### src/kgc_pkg.sv
// ----------------------------------------------------------------------------
// kgc_pkg: shared definitions for the key gesture classifier
// state codes, gesture codes, register map and register reset values
// ----------------------------------------------------------------------------
package kgc_pkg;

  localparam int STATE_W = 3;
  localparam logic [STATE_W-1:0] ST_RELEASED  = 3'd0;
  localparam logic [STATE_W-1:0] ST_SHORT     = 3'd1;
  localparam logic [STATE_W-1:0] ST_SHORT_REL = 3'd2;
  localparam logic [STATE_W-1:0] ST_LONG      = 3'd3;
  localparam logic [STATE_W-1:0] ST_DOUBLE    = 3'd4;

  localparam int EVENT_W = 2;
  localparam logic [EVENT_W-1:0] EV_SHORT  = 2'd0;
  localparam logic [EVENT_W-1:0] EV_LONG   = 2'd1;
  localparam logic [EVENT_W-1:0] EV_DOUBLE = 2'd2;

  localparam int CFG_W   = 8;
  localparam int ADDR_W  = 3;
  localparam int DATA_W  = 32;

  localparam logic REG_LONG_PRESS   = 1'b0;
  localparam logic REG_DOUBLE_CLICK = 1'b1;

  localparam logic [CFG_W-1:0] LONG_PRESS_RESET   = 8'd30;
  localparam logic [CFG_W-1:0] DOUBLE_CLICK_RESET = 8'd8;

endpackage

### src/key_gesture_classifier.sv
// ----------------------------------------------------------------------------
// key_gesture_classifier: short, long and double-click detector for one key
// one key level word per scan tick in, zero or one gesture word out
// ----------------------------------------------------------------------------
// Input channel: in_valid, in_stall, key_pressed. One word per scan tick.
// Output channel: out_valid, out_stall, gesture_event (0 short, 1 long,
// 2 double click). Ticks that finish no gesture give no output word.
// An accepted word is held in an input register; once the classify step is
// free, the state machine and tick counter update and a gesture, if any, is
// loaded into the output register. The block takes one word per cycle while
// the output is not stalled.
// A stalled output word blocks the classify step only; the input register
// still takes one word, and in_stall rises only when that word is waiting
// behind a stalled gesture.
// The APB-style port sets long_press_ticks (address 0) and
// double_click_ticks (address 4); write them only while the block is idle.
// Reset (rst, synchronous) clears the state to released, the counter to
// zero, both channels to empty and the registers to 30 and 8.
// ----------------------------------------------------------------------------
module key_gesture_classifier #(
  parameter int COUNT_BITS = 8
) (
  input  logic                          clk,
  input  logic                          rst,
  input  logic                          in_valid,
  output logic                          in_stall,
  input  logic                          key_pressed,
  output logic                          out_valid,
  input  logic                          out_stall,
  output logic [kgc_pkg::EVENT_W-1:0]   gesture_event,
  input  logic                          psel,
  input  logic                          penable,
  input  logic                          pwrite,
  input  logic [kgc_pkg::ADDR_W-1:0]    paddr,
  input  logic [kgc_pkg::DATA_W-1:0]    pwdata,
  output logic [kgc_pkg::DATA_W-1:0]    prdata,
  output logic                          pready
);

  localparam int CMP_W = (COUNT_BITS > kgc_pkg::CFG_W) ? COUNT_BITS : kgc_pkg::CFG_W;

  logic [kgc_pkg::CFG_W-1:0]   long_press_ticks;
  logic [kgc_pkg::CFG_W-1:0]   double_click_ticks;
  logic [kgc_pkg::STATE_W-1:0] state;
  logic [kgc_pkg::STATE_W-1:0] state_next;
  logic [COUNT_BITS-1:0]       tick_count;
  logic [COUNT_BITS-1:0]       tick_count_next;
  logic                        hold_valid;
  logic                        hold_key;
  logic                        proc;
  logic                        ev_hit;
  logic [kgc_pkg::EVENT_W-1:0] ev_code;
  logic [COUNT_BITS-1:0]       bumped;
  logic [CMP_W-1:0]            bumped_x;
  logic                        over_long;
  logic                        over_double;
  logic                        cfg_wr;
  logic                        reg_sel;

  // configuration port
  assign pready  = 1'b1;
  assign reg_sel = paddr[2];
  assign cfg_wr  = psel && penable && pwrite && pready;

  always_ff @(posedge clk) begin
    if (rst) begin
      long_press_ticks   <= kgc_pkg::LONG_PRESS_RESET;
      double_click_ticks <= kgc_pkg::DOUBLE_CLICK_RESET;
    end else if (cfg_wr) begin
      if (reg_sel == kgc_pkg::REG_LONG_PRESS) begin
        long_press_ticks <= pwdata[kgc_pkg::CFG_W-1:0];
      end else begin
        double_click_ticks <= pwdata[kgc_pkg::CFG_W-1:0];
      end
    end
  end

  always_comb begin
    prdata = '0;
    if (reg_sel == kgc_pkg::REG_LONG_PRESS) begin
      prdata[kgc_pkg::CFG_W-1:0] = long_press_ticks;
    end else begin
      prdata[kgc_pkg::CFG_W-1:0] = double_click_ticks;
    end
  end

  // input register
  assign proc     = hold_valid && !(out_valid && out_stall);
  assign in_stall = hold_valid && out_valid && out_stall;

  always_ff @(posedge clk) begin
    if (rst) begin
      hold_valid <= 1'b0;
    end else if (in_valid && !in_stall) begin
      hold_valid <= 1'b1;
    end else if (proc) begin
      hold_valid <= 1'b0;
    end
  end

  always_ff @(posedge clk) begin
    if (in_valid && !in_stall) begin
      hold_key <= key_pressed;
    end
  end

  // classify step
  assign bumped      = (&tick_count) ? tick_count : tick_count + COUNT_BITS'(1);
  assign bumped_x    = CMP_W'(bumped);
  assign over_long   = bumped_x > CMP_W'(long_press_ticks);
  assign over_double = bumped_x > CMP_W'(double_click_ticks);

  always_comb begin
    state_next      = state;
    tick_count_next = tick_count;
    ev_hit          = 1'b0;
    ev_code         = kgc_pkg::EV_SHORT;
    if (hold_key) begin
      unique case (state)
        kgc_pkg::ST_SHORT: begin
          tick_count_next = bumped;
          if (over_long) begin
            state_next = kgc_pkg::ST_LONG;
            ev_hit     = 1'b1;
            ev_code    = kgc_pkg::EV_LONG;
          end
        end
        kgc_pkg::ST_SHORT_REL: begin
          tick_count_next = bumped;
          state_next      = kgc_pkg::ST_DOUBLE;
          ev_hit          = 1'b1;
          ev_code         = kgc_pkg::EV_DOUBLE;
        end
        kgc_pkg::ST_LONG, kgc_pkg::ST_DOUBLE: begin
          tick_count_next = bumped;
        end
        default: begin
          state_next      = kgc_pkg::ST_SHORT;
          tick_count_next = '0;
        end
      endcase
    end else begin
      unique case (state)
        kgc_pkg::ST_SHORT, kgc_pkg::ST_SHORT_REL: begin
          if (over_double) begin
            state_next      = kgc_pkg::ST_RELEASED;
            tick_count_next = '0;
            ev_hit          = 1'b1;
            ev_code         = kgc_pkg::EV_SHORT;
          end else begin
            state_next      = kgc_pkg::ST_SHORT_REL;
            tick_count_next = bumped;
          end
        end
        kgc_pkg::ST_LONG, kgc_pkg::ST_DOUBLE: begin
          state_next      = kgc_pkg::ST_RELEASED;
          tick_count_next = '0;
        end
        default: begin
          state_next = kgc_pkg::ST_RELEASED;
        end
      endcase
    end
  end

  always_ff @(posedge clk) begin
    if (rst) begin
      state      <= kgc_pkg::ST_RELEASED;
      tick_count <= '0;
    end else if (proc) begin
      state      <= state_next;
      tick_count <= tick_count_next;
    end
  end

  // output register
  always_ff @(posedge clk) begin
    if (rst) begin
      out_valid <= 1'b0;
    end else if (proc && ev_hit) begin
      out_valid <= 1'b1;
    end else if (!out_stall) begin
      out_valid <= 1'b0;
    end
  end

  always_ff @(posedge clk) begin
    if (proc && ev_hit) begin
      gesture_event <= ev_code;
    end
  end

  // checks
  a_released_count_zero: assert property (@(posedge clk) disable iff (rst)
    (state == kgc_pkg::ST_RELEASED) |-> (tick_count == '0))
    else $error("counter not cleared in released state");

  a_long_enters_long: assert property (@(posedge clk) disable iff (rst)
    (proc && ev_hit && ev_code == kgc_pkg::EV_LONG) |=>
      (state == kgc_pkg::ST_LONG && out_valid && gesture_event == kgc_pkg::EV_LONG))
    else $error("long press event without long press state");

  a_double_enters_double: assert property (@(posedge clk) disable iff (rst)
    (proc && ev_hit && ev_code == kgc_pkg::EV_DOUBLE) |=>
      (state == kgc_pkg::ST_DOUBLE))
    else $error("double click event without double click state");

  a_stall_only_when_blocked: assert property (@(posedge clk) disable iff (rst)
    in_stall |-> (hold_valid && !proc))
    else $error("input stalled while classify step is free");

  a_held_state_when_blocked: assert property (@(posedge clk) disable iff (rst)
    (hold_valid && !proc) |=> ($stable(state) && $stable(tick_count)))
    else $error("state moved while output word was stalled");

endmodule

### config.mk
export PLATFORM = sky130hd
export DESIGN_NAME = key_gesture_classifier
export DESIGN_NICKNAME = d
export VERILOG_FILES = /design/src/kgc_pkg.sv /design/src/key_gesture_classifier.sv
export SDC_FILE = /design/constraint.sdc
export NUM_CORES = 1
export LEC_CHECK = 0
export ABC_AREA = 0
export BUFFER_PORTS_ARGS = -buffer_cell sky130_fd_sc_hd__buf_2
export CAP_MARGIN = 40
export CORE_ASPECT_RATIO = 0.75
export CORE_MARGIN = 3
export CORE_UTILIZATION = 44
export DETAILED_ROUTE_END_ITERATION = 16
export HOLD_SLACK_MARGIN = 0.05
export PLACE_DENSITY_LB_ADDON = 0.3
export SLEW_MARGIN = 20
export SYNTH_ARGS = -nofsm -noshare
export SYNTH_HDL_FRONTEND = slang
export SYNTH_SLANG_ARGS = --single-unit
### constraint.sdc
create_clock -name clk -period 3.8 [get_ports clk]
set_clock_uncertainty 0.2 [all_clocks]
set_input_delay 0.19 -clock clk [delete_from_list [all_inputs] [get_ports clk]]
set_output_delay 0.19 -clock clk [all_outputs]
set_load 0.03 [all_outputs]
# Word level (Yosys, flattened, before mapping)
# Cells that the tools add are included.
[word_totals]
ram_bits = 0
mem_count = 0
in_bits = 43
wordCells = 61
romBits = 0
register_bits = 32
latchBits = 0
[op_classes]
n_div = 0
n_eq_ne = 7
addsub = 1
n_shift = 0
n_bitwise = 1
muxes = 22
mul = 0
n_reduce_logical = 20
order_cmp = 2
[op_table]
columns = ["cell", "n"]
rows = [
  ["$mux W8", 5],
  ["$gt A8 B8 Y1", 2],
  ["$pmux W8 S2", 1],
  ["$mux W1", 9],
  ["$mux W3", 3],
  ["$pmux W3 S3", 1],
  ["$add A8 B1 Y8 const B", 1],
  ["$logic_and A1 B1 Y1", 8],
  ["$reduce_and A8 Y1", 1],
  ["$eq A3 B2 Y1 const B", 2],
  ["$reduce_and A2 Y1", 3],
  ["$pmux W2 S2", 1],
  ["$reduce_or A2 Y1", 2],
  ["$reduce_or A4 Y1", 1],
  ["$eq A3 B1 Y1 const B", 1],
  ["$eq A3 B3 Y1 const B", 1],
  ["$ne A3 B3 Y1 const B", 1],
  ["$reduce_and A3 Y1", 1],
  ["$reduce_bool A3 Y1", 1],
  ["$logic_not A1 Y1", 2],
  ["$mux W2", 1],
  ["$ne A2 B1 Y1 const B", 1],
  ["$ne A2 B2 Y1 const B", 1],
  ["$pmux W1 S2", 1],
  ["2 further kinds", 2],
]

# Logic depth before layout (Yosys ltp)
[logic_depth]
word_depth = 8
ltp_mapped = 12
ltp_nobuf = 11

# Least setup slack after synthesis
# No wires, ideal clock.
[synth_path]
path_type = "register to register"
start = "register tick_count[0]"
end = "register gesture_event[0] (netlist name), enable pin"
slack_ns = 0.901
path_stages_with_launch = 11
setup_ns = 0.297
synth_period_minus_slack_ns = 2.899
arrival_time_ns = 2.402
cell_sequence = "dfxtp_1 > ha_1 > nand3_1 > nor2_2 > mux2_2 > ha_1 > and4_1 > a21oi_2 > o31ai_2 > or3_1 > nand2_1"
[synth_via]
elab_chain_len = 7
[synth_lines]
columns = ["element", "line_no", "source"]
rows = [
  ["start: declaration", "key_gesture_classifier.sv:46", "logic [COUNT_BITS-1:0] tick_count;"],
  ["start signal: assignment", "key_gesture_classifier.sv:172", "tick_count <= tick_count_next;"],
  ["$add A8 B1 Y8 / $reduce_and A8 Y1 (equally long branches)", "key_gesture_classifier.sv:108", "assign bumped = (&tick_count) ? tick_count : tick_count + COUNT_BITS'(1);"],
  ["$mux W8 (*)", "key_gesture_classifier.sv:108", ""],
  ["$gt A8 B8 Y1 (on tied branches)", "key_gesture_classifier.sv:110, key_gesture_classifier.sv:111", ""],
  ["$mux W1 (on tied branches)", "key_gesture_classifier.sv:122, key_gesture_classifier.sv:145", ""],
  ["$pmux W1 S2 / $mux W1 (equally long branches)", "key_gesture_classifier.sv:119, key_gesture_classifier.sv:143", ""],
  ["$mux W1 (*)", "key_gesture_classifier.sv:118", "if (hold_key) begin"],
  ["$logic_and A1 B1 Y1 (*)", "key_gesture_classifier.sv:188", "if (proc && ev_hit) begin"],
  ["end signal: assignment", "key_gesture_classifier.sv:189", "gesture_event <= ev_code;"],
  ["end: declaration", "key_gesture_classifier.sv:30", "output logic [kgc_pkg::EVENT_W-1:0] gesture_event,"],
]
# Mark *: on every way between the ends. The rest lies on a longest branch, timed or not.
# A chain may end at the register's enable or synchronous reset.

# Worst setup path in the final report
# Ends and elaborated chain as after synthesis.

==> flow_summary.ini <==
[grt]
antenna_found_initial = 0
grt_usage = 0.174
grt_pass1_wl_um = 7910
grt_overflow = 0
first_global_vias = 1708
grt_max_degree = 20

[power_and_ir_drop]
switchingPower_w = 0.000228
intPower_w = 0.000508
power_frac_comb = 0.166
pwr-share-clk = 0.352
leakage_nw = 1.03
p_total_w = 0.000736
pwr_density_cell_nw_per_um2 = 301
ir_drop_mv = 0.175
p_seq_frac = 0.482
switching_share = 0.310

[final_layout]
multi_input_area_sq_um = 1290
fillers = 438
num_antenna_cells = 0
area_growth_pct = 12.4
drive_gt1_frac = 0.146
seqCellArea_sq_um = 671
nets = 367
utilization = 0.531

[detailed_routing]
wl_per_cell_um = 12.8
via_per_inst = 5.13
routed_wl_um = 4680
drc_errors = 0
first_pass_iters = 5
vias = 1873
drt_iter0_drc = 132
antenna_left = 0

[synth]
avgSynthCellArea_sq_um = 8.05
yosysWarnings = 0
netlist_area_sq_um = 2170
synth-seq-cells = 32
post-synth-top-area-fraction = 0.267
synth_edf_count = 3
yosysMostFrequentCell = nand2_1
syn_inst = 270
synth_ff_type = dfxtp_1
ys_seq_area_frac = 0.308
synthAdderAreaFrac = 0.0978
yosys-top-cells-area = dfxtp_1, ha_1, buf_4, nand2_1, nor2_1
synth_xor_area_frac = 0.0121
yosys.area.top_type = dfxtp_1
yosys-mux-area-fraction = 0.0288
yosysUniqueCellTypes = 51
synthSimpleGateAreaFrac = 0.208
synthTopCellsByCount = nand2_1, dfxtp_1, buf_4, nor2_1, inv_1
synth_compound_area_frac = 0.205
synth_top_family_by_area = simple AND/OR/NAND/NOR gates
async_reset_ff_frac = 0

[critical_path]
start_kind = flop
critPathCaptureType = flop
arrival_ps = 3020
cp_max_fo = 6
worstSetupStartpoint = tick_count[0]
crit_end = gesture_event[0]
rr_startpoint = tick_count[0]
required_ps = 3610
r2r_cells = 10
critical_path_class = reg -> reg
rrSetupSlack_ps = 590
worstReg2RegEnd = gesture_event[0]

[clock_network]
clock-sinks = 32
cts_resized = 0
cts_tree = built
clkLatencyLatePin_ps = 290
cts_setup_buffers = 0
clk_pin_slew_ps = 70
ctsLongestPathBuffers = 2
cts_buffers = 5
clock-root-buffer = clkbuf_8
cts_max_level = 2

[placement]
routabilityCongestion = 0.874
port_buffers = 28
place_hpwl_um = 3630

[timing]
report.final.hold_viol_count = 0
rsz0062_at_grt = false
final-max-slew-violation-count = 0
worstMarginPinSlew_ps = 681
final-setup-viol-count = 0
period_minus_slack_ps = 3210
min_period_over_period = 0.846
max_freq_mhz = 311
fin_setup_tns_ps = 0
relSlewSlack = 0.544

[die]
core_area_sq_um = 4600
die_y_um = 66.9
initial_core_util = 0.473
die_w_um = 87.2
num_rows = 21
die-area_sq_um = 5830
boundaryPins = 80

[flow_run]
maxCapViolations = 0

[run_status]
status = finished clean

[min_path]
hold_path_class = in -> reg
stage by stage:
| step | cell area [sq um] | hold WS [ps] | setup slack (ps) | instances |
|---|---|---|---|---|
| after detailed placement | 2250 | 171 | 613 | 346 |
| after global placement | 2240 | 169 | 607 | 345 |
| final | 2440 | 105 | 585 | 365 |
| after CTS | 2440 | 97.0 | 590 | 365 |
| after global routing | 2440 | 116 | 249 | 365 |
| after floorplan | 2260 | 88.9 | 901 | 293 |
registers in the layout, summed over array words and instances, names as in the netlist:
| signal | count |
|---|---|
| hold_key | 1 |
| gesture_event | 2 |
| tick_count | 8 |
| hold_valid | 1 |
| double_click_ticks | 8 |
| out_valid | 1 |
| long_press_ticks | 8 |
| state | 3 |
worst min-delay path by stage:
stage                 from             endpoint  slack, ps  cells after the start
2_1_floorplan  key_pressed             hold_key         90                      0
3_3_place_gp   key_pressed             hold_key        170                      1
3_5_place_dp   key_pressed             hold_key        170                      1
5_1_grt                rst  long_press_ticks[0]        120                      2
6_report               rst             state[2]        100                      2
4_1_cts                rst             state[2]        100                      2
layout by cell type (no fill, tap or decap), types with 9 or more instances in the layout:
master and count:
a21oi_1 15, buf_2 28, conb_1 25, dfxtp_1 29, dlygate4sd3_1 11, ha_1 17, inv_1 18, nand2_1 38
nor2_1 25, o211ai_1 9, o21ai_0 11
kinds of logic after synthesis:
kind of cell             Yosys count
AND/OR/NAND/NOR                   95
adder cells (fa/ha/maj)           17
other                              2
multiplexers                       6
buffers and inverters             51
AO/OA/AOI/OAI                     64
XOR/XNOR                           3
flip-flops                        32
worst max-delay path, cell delays in order (launching register included):
cell and delay, ps:
dfxtp_1 430, ha_1 260, nand3_1 110, nor2_2 250, mux2_2 410, ha_1 300, nor2b_1 130, o211ai_1 110
a2111oi_0 440, o311ai_1 160, nand2_1 130
layout make-up:
class,instances,area share
clock buffers,5,0.0282
clock inverters,3,0.00563
inverters,18,0.0276
multi-input cells,210,0.529
flip-flops and latches,32,0.274
well taps,57,0.0292
repair buffers,40,0.105
power by group through the flow:
stage / Sequential, W / Clock, W / Combinational, W
2_1_floorplan: 0.000360 / 0 / 0.000108
3_3_place_gp: 0.000362 / 0 / 0.000111
6_report: 0.000355 / 0.000259 / 0.000122
3_5_place_dp: 0.000362 / 0 / 0.000113
4_1_cts: 0.000355 / 0.000266 / 0.000122
5_1_grt: 0.000356 / 0.000278 / 0.000135
per-layer routing:
layer | vias to the layer above | global-route usage | wire, um
li1 | 976 | - | -
met1 | 842 | 0.241 | 2360
met2 | 49 | 0.255 | 1970
met3 | 6 | 0.0532 | 297
met4 | 0 | 0.0575 | 44
met5 | - | 0 | 0
timing repair:
| item | 4_1_cts | 5_1_grt |
|---|---|---|
| setup endpoints to repair | 0 | 0 |
| endpoints found under the hold margin | 20 | 0 |
| hold buffers | 11 | 0 |
(Power assumes the default switching activity.)
